--- config.mk ---
export PLATFORM = sky130hd
export DESIGN_NAME = bmp24_stream_decoder
export DESIGN_NICKNAME = d
export VERILOG_FILES = /design/src/design/bmpd_pkg.sv /design/src/design/bmpd_hdr.sv /design/src/design/bmpd_pix.sv /design/src/design/bmp24_stream_decoder.sv
export SDC_FILE = /design/constraint.sdc
export NUM_CORES = 1
export LEC_CHECK = 0
export BUFFER_PORTS_ARGS = -buffer_cell sky130_fd_sc_hd__buf_4
export CORE_MARGIN = 5
export CORE_UTILIZATION = 65
export DETAILED_ROUTE_END_ITERATION = 16
export PLACE_DENSITY = 0.85
export SYNTH_ARGS = -nofsm -noshare
export SYNTH_HDL_FRONTEND = slang
export SYNTH_SLANG_ARGS = --single-unit
--- constraint.sdc ---
create_clock -name clk -period 32.7 [get_ports clk]
set_clock_uncertainty 0.2 [all_clocks]
set_input_delay 4.905 -clock clk [delete_from_list [all_inputs] [get_ports clk]]
set_output_delay 4.905 -clock clk [all_outputs]
set_load 0.01 [all_outputs]
--- src/design/bmpd_pkg.sv ---
package bmpd_pkg;

  // result status codes
  localparam logic [2:0] ST_PIXEL      = 3'd0;
  localparam logic [2:0] ST_HDR_OK     = 3'd1;
  localparam logic [2:0] ST_BAD_MAGIC  = 3'd2;
  localparam logic [2:0] ST_BAD_PLANES = 3'd3;
  localparam logic [2:0] ST_COMPRESSED = 3'd4;
  localparam logic [2:0] ST_BAD_DEPTH  = 3'd5;
  localparam logic [2:0] ST_NEG_SIZE   = 3'd6;
  localparam logic [2:0] ST_TOO_LARGE  = 3'd7;

  // header byte offsets
  localparam logic [5:0] OFS_MAGIC_LAST = 6'd13;
  localparam logic [5:0] OFS_WIDTH      = 6'd18;
  localparam logic [5:0] OFS_HEIGHT     = 6'd22;
  localparam logic [5:0] OFS_PLANES     = 6'd26;
  localparam logic [5:0] OFS_DEPTH      = 6'd28;
  localparam logic [5:0] OFS_COMPRESS   = 6'd30;
  localparam logic [5:0] OFS_COMP_LAST  = 6'd33;
  localparam logic [5:0] OFS_HDR_LAST   = 6'd53;

  localparam logic [15:0] MAGIC_BM    = 16'h4D42;
  localparam logic [15:0] PIXEL_DEPTH = 16'd24;

  typedef struct packed {
    logic        fire;
    logic [2:0]  code;
    logic        empty;
    logic [12:0] img_w;
    logic [12:0] img_h;
  } hdr_res_t;

  typedef struct packed {
    logic        fire;
    logic [7:0]  red;
    logic [7:0]  green;
    logic [7:0]  blue;
    logic [11:0] column;
    logic [11:0] row;
    logic        last;
  } pix_res_t;

endpackage

--- src/design/bmpd_hdr.sv ---
module bmpd_hdr #(
  parameter int MAX_DIM = 4096
) (
  input  logic               clk,
  input  logic               rst,
  input  logic               step,
  input  logic               start,
  input  logic [7:0]         data,
  output bmpd_pkg::hdr_res_t hdr_res,
  output logic [31:0]        width_word,
  output logic [31:0]        height_word
);
  import bmpd_pkg::*;

  logic [5:0]  header_count;
  logic [15:0] magic_word;
  logic [15:0] planes_word;
  logic [15:0] depth_word;
  logic [31:0] compress_word;

  logic [5:0]  n;
  logic [15:0] magic_next, planes_next, depth_next;
  logic [31:0] width_next, height_next, compress_next;
  logic [1:0]  lane_w, lane_h, lane_c;
  logic [2:0]  code;

  assign n      = start ? 6'd0 : header_count;
  assign lane_w = 2'(n - OFS_WIDTH);
  assign lane_h = 2'(n - OFS_HEIGHT);
  assign lane_c = 2'(n - OFS_COMPRESS);

  always_comb begin
    magic_next    = start ? '0 : magic_word;
    width_next    = start ? '0 : width_word;
    height_next   = start ? '0 : height_word;
    planes_next   = start ? '0 : planes_word;
    depth_next    = start ? '0 : depth_word;
    compress_next = start ? '0 : compress_word;
    if (n <= 6'd1) begin
      magic_next[{n[0], 3'b000} +: 8] = data;
    end else if (n >= OFS_WIDTH && n < OFS_HEIGHT) begin
      width_next[{lane_w, 3'b000} +: 8] = data;
    end else if (n >= OFS_HEIGHT && n < OFS_PLANES) begin
      height_next[{lane_h, 3'b000} +: 8] = data;
    end else if (n >= OFS_PLANES && n < OFS_DEPTH) begin
      planes_next[{n[0], 3'b000} +: 8] = data;
    end else if (n >= OFS_DEPTH && n < OFS_COMPRESS) begin
      depth_next[{n[0], 3'b000} +: 8] = data;
    end else if (n >= OFS_COMPRESS && n <= OFS_COMP_LAST) begin
      compress_next[{lane_c, 3'b000} +: 8] = data;
    end
  end

  // first failing check wins
  always_comb begin
    if (planes_next != 16'd1) begin
      code = ST_BAD_PLANES;
    end else if (compress_next != 32'd0) begin
      code = ST_COMPRESSED;
    end else if (depth_next != PIXEL_DEPTH) begin
      code = ST_BAD_DEPTH;
    end else if (width_next[31] || height_next[31]) begin
      code = ST_NEG_SIZE;
    end else if (width_next > 32'(MAX_DIM) || height_next > 32'(MAX_DIM)) begin
      code = ST_TOO_LARGE;
    end else begin
      code = ST_HDR_OK;
    end
  end

  always_comb begin
    hdr_res       = '0;
    hdr_res.img_w = width_next[12:0];
    hdr_res.img_h = height_next[12:0];
    hdr_res.empty = (width_next == 32'd0) || (height_next == 32'd0);
    if (n == OFS_MAGIC_LAST && magic_next != MAGIC_BM) begin
      hdr_res.fire = step;
      hdr_res.code = ST_BAD_MAGIC;
    end else if (n == OFS_HDR_LAST) begin
      hdr_res.fire = step;
      hdr_res.code = code;
    end else begin
      hdr_res.code = ST_HDR_OK;
    end
  end

  always_ff @(posedge clk) begin
    if (rst) begin
      header_count <= '0;
    end else if (step) begin
      header_count <= n + 6'd1;
    end
  end

  always_ff @(posedge clk) begin
    if (step) begin
      magic_word    <= magic_next;
      width_word    <= width_next;
      height_word   <= height_next;
      planes_word   <= planes_next;
      depth_word    <= depth_next;
      compress_word <= compress_next;
    end
  end

endmodule

--- src/design/bmpd_pix.sv ---
module bmpd_pix #(
  parameter int MAX_DIM = 4096
) (
  input  logic               clk,
  input  logic               rst,
  input  logic               step,
  input  logic               clear,
  input  logic [7:0]         data,
  input  logic [31:0]        width_word,
  input  logic [31:0]        height_word,
  output bmpd_pkg::pix_res_t pix_res
);
  import bmpd_pkg::*;

  localparam int CW = $clog2(MAX_DIM + 1);

  logic [CW-1:0] column_count, row_count;
  logic [1:0]    byte_in_pixel, pad_count;
  logic [7:0]    held_blue, held_green;
  logic          row_end, img_end;
  logic [31:0]   col_ext, row_ext;

  assign col_ext = 32'(column_count);
  assign row_ext = 32'(row_count);
  assign row_end = (col_ext + 32'd1) >= width_word;
  assign img_end = (row_ext + 32'd1) >= height_word;

  always_comb begin
    pix_res        = '0;
    pix_res.red    = data;
    pix_res.green  = held_green;
    pix_res.blue   = held_blue;
    pix_res.column = col_ext[11:0];
    pix_res.row    = row_ext[11:0];
    pix_res.last   = row_end && img_end;
    pix_res.fire   = step && pad_count == 2'd0 && byte_in_pixel == 2'd2;
  end

  always_ff @(posedge clk) begin
    if (rst || clear) begin
      column_count  <= '0;
      row_count     <= '0;
      byte_in_pixel <= '0;
      pad_count     <= '0;
    end else if (step) begin
      if (pad_count != 2'd0) begin
        pad_count <= pad_count - 2'd1;
      end else if (byte_in_pixel != 2'd2) begin
        byte_in_pixel <= byte_in_pixel + 2'd1;
      end else begin
        byte_in_pixel <= '0;
        if (row_end) begin
          column_count <= '0;
          if (!img_end) begin
            row_count <= row_count + CW'(1);
            pad_count <= width_word[1:0];
          end
        end else begin
          column_count <= column_count + CW'(1);
        end
      end
    end
  end

  always_ff @(posedge clk) begin
    if (step && pad_count == 2'd0) begin
      if (byte_in_pixel == 2'd0) begin
        held_blue <= data;
      end
      if (byte_in_pixel == 2'd1) begin
        held_green <= data;
      end
    end
  end

endmodule

--- src/design/bmp24_stream_decoder.sv ---
// bmp24_stream_decoder: streaming decoder for uncompressed 24-bit BMP files.
// Input channel (data_valid/data_stall) carries one file byte per beat;
// frame_start marks byte 0 of a file and restarts parsing at that byte.
// Output channel (result_valid/result_stall) carries at most one result beat
// per input beat: a header verdict (status 1 ok, 2..7 first error found) at
// byte 13 (bad magic) or byte 53, then one pixel (status 0) per three bytes
// from byte 54, with column/row and end_of_image on the last pixel.
// Row padding (width mod 4 bytes) is dropped; bytes after an error or after
// the last pixel are ignored until the next frame_start.
// Throughput: one byte per cycle while the receiver does not stall, set by
// a single pass of counter and compare logic between the input register and
// the result register. Each result is computed from the byte in the input
// register and then held in the result register until it is accepted.
// While the receiver stalls, one further byte is held in the input register,
// then data_stall rises. Reset (rst, synchronous) empties both registers and
// leaves the decoder idle, waiting for frame_start.
module bmp24_stream_decoder #(
  parameter int MAX_DIM = 4096
) (
  input  logic        clk,
  input  logic        rst,
  input  logic        data_valid,
  output logic        data_stall,
  input  logic [7:0]  data_byte,
  input  logic        frame_start,
  output logic        result_valid,
  input  logic        result_stall,
  output logic [2:0]  status,
  output logic [7:0]  red,
  output logic [7:0]  green,
  output logic [7:0]  blue,
  output logic [11:0] column,
  output logic [11:0] row,
  output logic        end_of_image,
  output logic [12:0] image_width,
  output logic [12:0] image_height
);
  import bmpd_pkg::*;

  localparam logic [1:0] PH_IDLE   = 2'd0;
  localparam logic [1:0] PH_HEADER = 2'd1;
  localparam logic [1:0] PH_PIXELS = 2'd2;
  localparam logic [1:0] PH_DONE   = 2'd3;

  // input register
  logic       s1_valid;
  logic [7:0] s1_byte;
  logic       s1_start;

  logic [1:0] phase, phase_eff, phase_next;
  logic       out_free, adv, go;
  logic       hdr_step, pix_step;
  logic [31:0] width_word, height_word;
  hdr_res_t   hdr_res;
  pix_res_t   pix_res;

  // the result register drains or is empty: the current byte may move on
  assign out_free   = !result_valid || !result_stall;
  assign adv        = !s1_valid || out_free;
  assign data_stall = !adv;
  assign go         = adv && s1_valid;

  // a frame start overrides whatever phase the last frame left
  assign phase_eff = s1_start ? PH_HEADER : phase;
  assign hdr_step  = go && phase_eff == PH_HEADER;
  assign pix_step  = go && phase_eff == PH_PIXELS;

  bmpd_hdr #(.MAX_DIM(MAX_DIM)) u_hdr (
    .clk         (clk),
    .rst         (rst),
    .step        (hdr_step),
    .start       (s1_start),
    .data        (s1_byte),
    .hdr_res     (hdr_res),
    .width_word  (width_word),
    .height_word (height_word)
  );

  bmpd_pix #(.MAX_DIM(MAX_DIM)) u_pix (
    .clk         (clk),
    .rst         (rst),
    .step        (pix_step),
    .clear       (go && s1_start),
    .data        (s1_byte),
    .width_word  (width_word),
    .height_word (height_word),
    .pix_res     (pix_res)
  );

  always_comb begin
    phase_next = phase_eff;
    if (hdr_res.fire) begin
      if (hdr_res.code != ST_HDR_OK) begin
        phase_next = PH_IDLE;
      end else if (hdr_res.empty) begin
        phase_next = PH_DONE;
      end else begin
        phase_next = PH_PIXELS;
      end
    end else if (pix_res.fire && pix_res.last) begin
      phase_next = PH_DONE;
    end
  end

  always_ff @(posedge clk) begin
    if (rst) begin
      phase <= PH_IDLE;
    end else if (go) begin
      phase <= phase_next;
    end
  end

  always_ff @(posedge clk) begin
    if (rst) begin
      s1_valid <= 1'b0;
    end else if (adv) begin
      s1_valid <= data_valid;
    end
  end

  always_ff @(posedge clk) begin
    if (adv && data_valid) begin
      s1_byte  <= data_byte;
      s1_start <= frame_start;
    end
  end

  always_ff @(posedge clk) begin
    if (rst) begin
      result_valid <= 1'b0;
    end else if (go && (hdr_res.fire || pix_res.fire)) begin
      result_valid <= 1'b1;
    end else if (out_free) begin
      result_valid <= 1'b0;
    end
  end

  // result register; non-pixel fields read zero where they do not apply
  always_ff @(posedge clk) begin
    if (go && hdr_res.fire) begin
      status       <= hdr_res.code;
      red          <= '0;
      green        <= '0;
      blue         <= '0;
      column       <= '0;
      row          <= '0;
      end_of_image <= (hdr_res.code == ST_HDR_OK) && hdr_res.empty;
      image_width  <= (hdr_res.code == ST_HDR_OK) ? hdr_res.img_w : '0;
      image_height <= (hdr_res.code == ST_HDR_OK) ? hdr_res.img_h : '0;
    end else if (go && pix_res.fire) begin
      status       <= ST_PIXEL;
      red          <= pix_res.red;
      green        <= pix_res.green;
      blue         <= pix_res.blue;
      column       <= pix_res.column;
      row          <= pix_res.row;
      end_of_image <= pix_res.last;
      image_width  <= '0;
      image_height <= '0;
    end
  end

`ifndef SYNTH
  a_stall_holds_byte: assert property (@(posedge clk) disable iff (rst)
    data_stall |-> s1_valid)
    else $error("input stalled with empty input register");

  a_one_source: assert property (@(posedge clk) disable iff (rst)
    !(hdr_res.fire && pix_res.fire))
    else $error("header and pixel results in the same cycle");

  a_last_pixel_done: assert property (@(posedge clk) disable iff (rst)
    go && pix_res.fire && pix_res.last |=> phase == PH_DONE)
    else $error("last pixel did not end the frame");

  a_size_on_ok_only: assert property (@(posedge clk) disable iff (rst)
    result_valid && status != ST_HDR_OK |-> image_width == 13'd0 && image_height == 13'd0)
    else $error("image size on a result that is not header ok");
`endif

endmodule
Yosys cells after proc, flatten, opt, wreduce, memory -nomap -nowiden
Cells that the tools add are included.
W data, S select, Z words.
{"block": "op_classes", "add_sub_neg": 14, "n_lt_le_gt_ge": 15, "eq_ne": 14, "shift": 8, "mux": 64, "bitwise_logic": 3, "n_reduce_logical": 45}
{"op": "$mux W32", "n": 14}
{"op": "$mux W16", "n": 13}
{"op": "$bwmux W32", "n": 3}
{"op": "$shift A8 B7 Y32 const A", "n": 3}
{"op": "$shiftx A8 B7 Y32", "n": 3}
{"op": "$mux W13", "n": 6}
{"op": "$ge A32 B32 Y1", "n": 2}
{"op": "$gt A32 B13 Y1 const B", "n": 2}
{"op": "$logic_not A32 Y1", "n": 2}
{"op": "$bwmux W16", "n": 3}
{"op": "$reduce_bool A32 Y1", "n": 1}
{"op": "$ge A6 B5 Y1 const B", "n": 5}
{"op": "$add A13 B1 Y14 const B", "n": 2}
{"op": "$add A13 B1 Y13 const B", "n": 2}
{"op": "$lt A6 B5 Y1 const B", "n": 4}
{"op": "$mux W3", "n": 8}
{"op": "$neg A5 Y7", "n": 3}
{"op": "$logic_and A1 B1 Y1", "n": 19}
{"op": "$mux W2", "n": 9}
{"op": "$ne A16 B1 Y1 const B", "n": 1}
{"op": "$ne A16 B15 Y1 const B", "n": 1}
{"op": "$ne A16 B5 Y1 const B", "n": 1}
{"op": "$shift A8 B6 Y16 const A", "n": 1}
{"op": "$shiftx A8 B6 Y16", "n": 1}
{"op": "27 further kinds", "n": 54}
{"block": "word_totals", "register_bits": 287, "inputBits": 13, "out_inout_bits": 80, "elab_cells": 190}

Logic depth before layout (Yosys ltp)
{"block": "depth", "ltp_word": 20, "depth_mapped": 17, "mapped_depth_nobuf": 16}

Cells and area by module
Synthesis repeated with hierarchy kept, for this count alone.
{"block": "unflattened", "cells_unflattened": 1563, "hier_area_um2": 14873.0}
{"mod": "bmpd_hdr", "instances": 1, "cells_per_inst": 865, "area_per_inst_um2": 8410.6, "seq_area_each_um2": 4444.3}
{"mod": "bmp24_stream_decoder", "instances": 1, "cells_per_inst": 313, "area_per_inst_um2": 3260.6, "seq_area_each_um2": 2212.1}
{"mod": "bmpd_pix", "instances": 1, "cells_per_inst": 385, "area_per_inst_um2": 3201.8, "seq_area_each_um2": 1081.0}

Least setup slack after synthesis
Ideal clock, no wire load.
{"block": "synth_timing", "kind": "input -> register", "startpoint": "input result_stall", "endpoint": "register end_of_image, enable pin", "arrival_time_ns": 13.842, "t_required_ns": 32.108, "path_slack_ns": 18.266, "path_stages": 5, "n_path_buf": 1, "cell_sequence": "a21boi_0 a21boi_1 o21a_1 buf_2 nand2b_1"}
{"block": "synth_between", "elab_chain_len": 9}
{"item": "from (decl)", "line_no": "bmp24_stream_decoder.sv:27", "text": "input logic result_stall,"}
{"item": "$logic_not A1 Y1 (*)", "line_no": "bmp24_stream_decoder.sv:58", "text": "assign out_free = !result_valid || !result_stall;"}
{"item": "$logic_or A1 B1 Y1 (*)", "line_no": "bmp24_stream_decoder.sv:58"}
{"item": "$logic_or A1 B1 Y1 (*)", "line_no": "bmp24_stream_decoder.sv:59", "text": "assign adv = !s1_valid || out_free;"}
{"item": "$logic_and A1 B1 Y1 (*)", "line_no": "bmp24_stream_decoder.sv:61", "text": "assign go = adv && s1_valid;"}
{"item": "$logic_and A1 B1 Y1 (*)", "line_no": "bmp24_stream_decoder.sv:65", "text": "assign hdr_step = go && phase_eff == PH_HEADER;"}
{"item": "via hdr_step", "line_no": "bmp24_stream_decoder.sv:52", "text": "logic hdr_step, pix_step;"}
{"item": "$mux W1", "line_no": "bmpd_hdr.sv:79", "text": "end else if (n == OFS_HDR_LAST) begin"}
{"item": "$mux W4 (*)", "line_no": "bmpd_hdr.sv:76", "text": "if (n == OFS_MAGIC_LAST && magic_next != MAGIC_BM) begin"}
{"item": "$logic_and A1 B1 Y1 (*)", "line_no": "bmp24_stream_decoder.sv:140", "text": "if (go && hdr_res.fire) begin"}
{"item": "$reduce_bool A2 Y1 (no line) (*)"}
{"item": "to (signal assigned)", "line_no": "bmp24_stream_decoder.sv:147", "text": "end_of_image <= (hdr_res.code == ST_HDR_OK) && hdr_res.empty;"}
{"item": "to (signal assigned)", "line_no": "bmp24_stream_decoder.sv:157", "text": "end_of_image <= pix_res.last;"}
{"item": "to (decl)", "line_no": "bmp24_stream_decoder.sv:34", "text": "output logic end_of_image,"}
The timed path passes the listed nets; every way through them passes the cells marked *.
A chain may end at the register's enable or synchronous reset.

Worst setup path after layout
{"block": "layout_timing", "startpoint": "input result_stall", "endpoint": "output data_stall"}
{"block": "layout_between", "elab_chain_len": 4}
{"item": "$logic_not A1 Y1", "line_no": "bmp24_stream_decoder.sv:58"}
{"item": "$logic_or A1 B1 Y1", "line_no": "bmp24_stream_decoder.sv:58"}
{"item": "$logic_or A1 B1 Y1", "line_no": "bmp24_stream_decoder.sv:59"}
{"item": "$logic_not A1 Y1", "line_no": "bmp24_stream_decoder.sv:60", "text": "assign data_stall = !adv;"}
{"item": "to (decl)", "line_no": "bmp24_stream_decoder.sv:23", "text": "output logic data_stall,"}
Every way passes these cells.

==> flow_summary.toml <==
[status]
status = "finished, final reports clean"

[timing]
clock.fmax_mhz = 95.5
slew_viol_final = 0
period_needed_ps = 10470
fin_tns_setup_ps = 0
tightest_slew_ps = 1260
finalSetupViolCount = 0
hold_viol = 0
rsz0062_at_grt = "false"
max_slew_margin_pct = 15.6
timing.final.crit_share_pct = 32.0

[yosys]
syn_area_mm2 = 0.0140
synth_most_common_cell = "nand2_1"
synth_edf_count = 199
synth-seq-area-share_pct = 55.3
syn_avg_cell_area_um2 = 9.86
syn_inst = 1419
yosys.area.top_type = "edfxtp_1"
synth_top_cell_area_share_pct = 42.7
ys_warn_count = 0
yosys-top-cells-area = "edfxtp_1 (43%), dfxtp_1 (13%), nand2_1 (5.8%)"
synth_seq_cells = 287
yosys-top-cells-count = "nand2_1 (217), edfxtp_1 (199), o21ai_0 (139), nand3_1 (103), a21oi_1 (97)"
synth_fp_nets = 1467
async_reset_ff_share_pct = 0
ys_types = 83
yosys_most_used_dff = "edfxtp_1"

[route]
routedWlPerCell_um = 20.3
first_iter_violations = 1236
vias = 11395
routed_wl_mm = 35.8
drc_errors = 0
first_pass_iters = 6
via_per_inst = 6.46
drtAntennaViolNets = 0

[pwr]
pwr_density_cell_mw_per_mm2 = 49.9
peakVddDrop_mv = 0.0376
leakagePower_nw = 5.87
finalPower_mw = 0.788

[die]
dieArea_mm2 = 0.0246
rows = 53
die_x_um = 157
io-pin-count = 93
die_h_um = 157
coreArea_mm2 = 0.0211
initial_core_util_pct = 66.4

[setup_path]
critPathMostFrequentCell = "buf_4"
cp.required_ps = 27590
cp_num_buf_inv = 2
cp_num_cells = 3
crit_type = "input port to output port"
max_stage_delay_ps = 200
critPathCaptureType = "output port"
cp_slowest_cell = "and3_1"
crit_family = "buffers and inverters"
critPathLaunchType = "input port"
reg2regPathDepth = 12
critPathMaxFanout = 3
crit_path_cell_trace = "buf_4 -> and3_1 -> buf_4"
arrival_ps = 5370

[cts]
cts_tree = "done"
cts_sinks = 287
path_clk_slew_ps = 60
cts_hold_buf = 0
cts_setup_buffers = 0
cts_buffers = 30
clk_latency_ps = 560
cts_repair_resize_count = 0
max-clock-path-buffers = 3
cts_root_buf = "clkbuf_16"
htreeDepth = 1

[global_route]
grt_max_degree = 88
grt-ovfl-total = 0
track_usage_pct = 28.7
grt_pass1_vias = 10961
antenna_found_initial = 0
grt_first_pass_wirelength_mm = 57.1

[place]
gp_congestion = 0.895
dpl_cell_area_mm2 = 0.0148
dp_hpwl_mm = 23.1
numPortBuffers = 92

[layout]
syn_to_final_growth_pct = 12.9
drive_above_1_share_pct = 12.5
antenna_cells = 0
stdcell_area_mm2 = 0.0158
fin_nets = 1514

[hold_path]
hold_class = "flip-flop to flip-flop"
whs_path_depth = 2

[run]
maxCapViolCount = 0
==> state kept, by name, indices dropped and copies added, names as in the netlist, 12 cells and up <==
name and flops:
u_hdr.compress_word 32, u_hdr.height_word 32, u_hdr.width_word 32, u_hdr.depth_word 16
u_hdr.magic_word 16, u_hdr.planes_word 16, image_height 13, image_width 13
u_pix.column_count 13, u_pix.row_count 13, column 12, row 12
==> path summary, 6_finish.rpt <==
check	end	startpoint	slack, ps
min reg2reg	row[7]$_SDFFE_PP0P_	row[7]$_SDFFE_PP0P_	260
max reg2reg	image_height[0]$_SDFFCE_PN0P_	s1_start$_DFFE_PP_	27110
min	row[7]$_SDFFE_PP0P_	row[7]$_SDFFE_PP0P_	260
max	data_stall	result_stall	22230
==> worst min-delay path, cell delays in order (launching register included) <==
cell	delay, ps
dfxtp_1	310
nand2_1	50
a21oi_1	50
==> layout make-up <==
| class | instances | area [um^2] |
|---|---|---|
| timing repair buffer | 109 | 818 |
| fill | 1431 | 5290 |
| sequential | 287 | 7740 |
| inverter | 47 | 176 |
| clock buffer | 45 | 900 |
| multi-input combinational | 991 | 5720 |
| tap | 275 | 344 |
| clock inverter | 11 | 103 |
==> cell usage in the layout (no fill, tap or decap), types with 32 or more instances in the layout <==
master	synthesis	routed
a21oi_1	97	97
clkbuf_16	0	32
nand2_1	217	217
edfxtp_1	199	199
o21ai_0	139	139
buf_4	0	109
dfxtp_1	88	88
nor2_1	86	85
nand3_1	103	103
ha_1	35	35
inv_1	46	46
==> kinds of logic after synthesis <==
group | share of synthesized area [%]
AO/OA/AOI/OAI | 14.4
XOR/XNOR | 1.99
adder cells (fa/ha/maj) | 3.13
buffers and inverters | 3.99
flip-flops | 55.3
multiplexers | 0.429
AND/OR/NAND/NOR | 20.8
==> routing by layer <==
metal	vias to the layer above	global-route usage (%)	share of wire (%)
li1	5276	-	-
met1	5421	39.9	40
met2	599	46.5	47
met3	99	4.73	9.4
met4	0	9.26	3.4
met5	-	0	0
==> metrics by stage <==
stage	util [%]	std cells	worst slack (ps)	hold slack, ps
after CTS	74.9	1765	22230	257
final	74.9	1765	22230	256
after floorplan	-	1419	18270	243
after detailed placement	70.2	1709	22230	249
after global placement	70.2	1709	22240	243
after global routing	74.9	1765	22200	274
==> where the power goes <==
part / switching (mW) / leakage [nW] / internal [mW] / total, mW
Clock: 0.140 / 0.494 / 0.199 / 0.339
Combinational: 0.0317 / 2.74 / 0.0124 / 0.0441
Sequential: 0.00677 / 2.64 / 0.398 / 0.405
(Power assumes the default switching activity.)
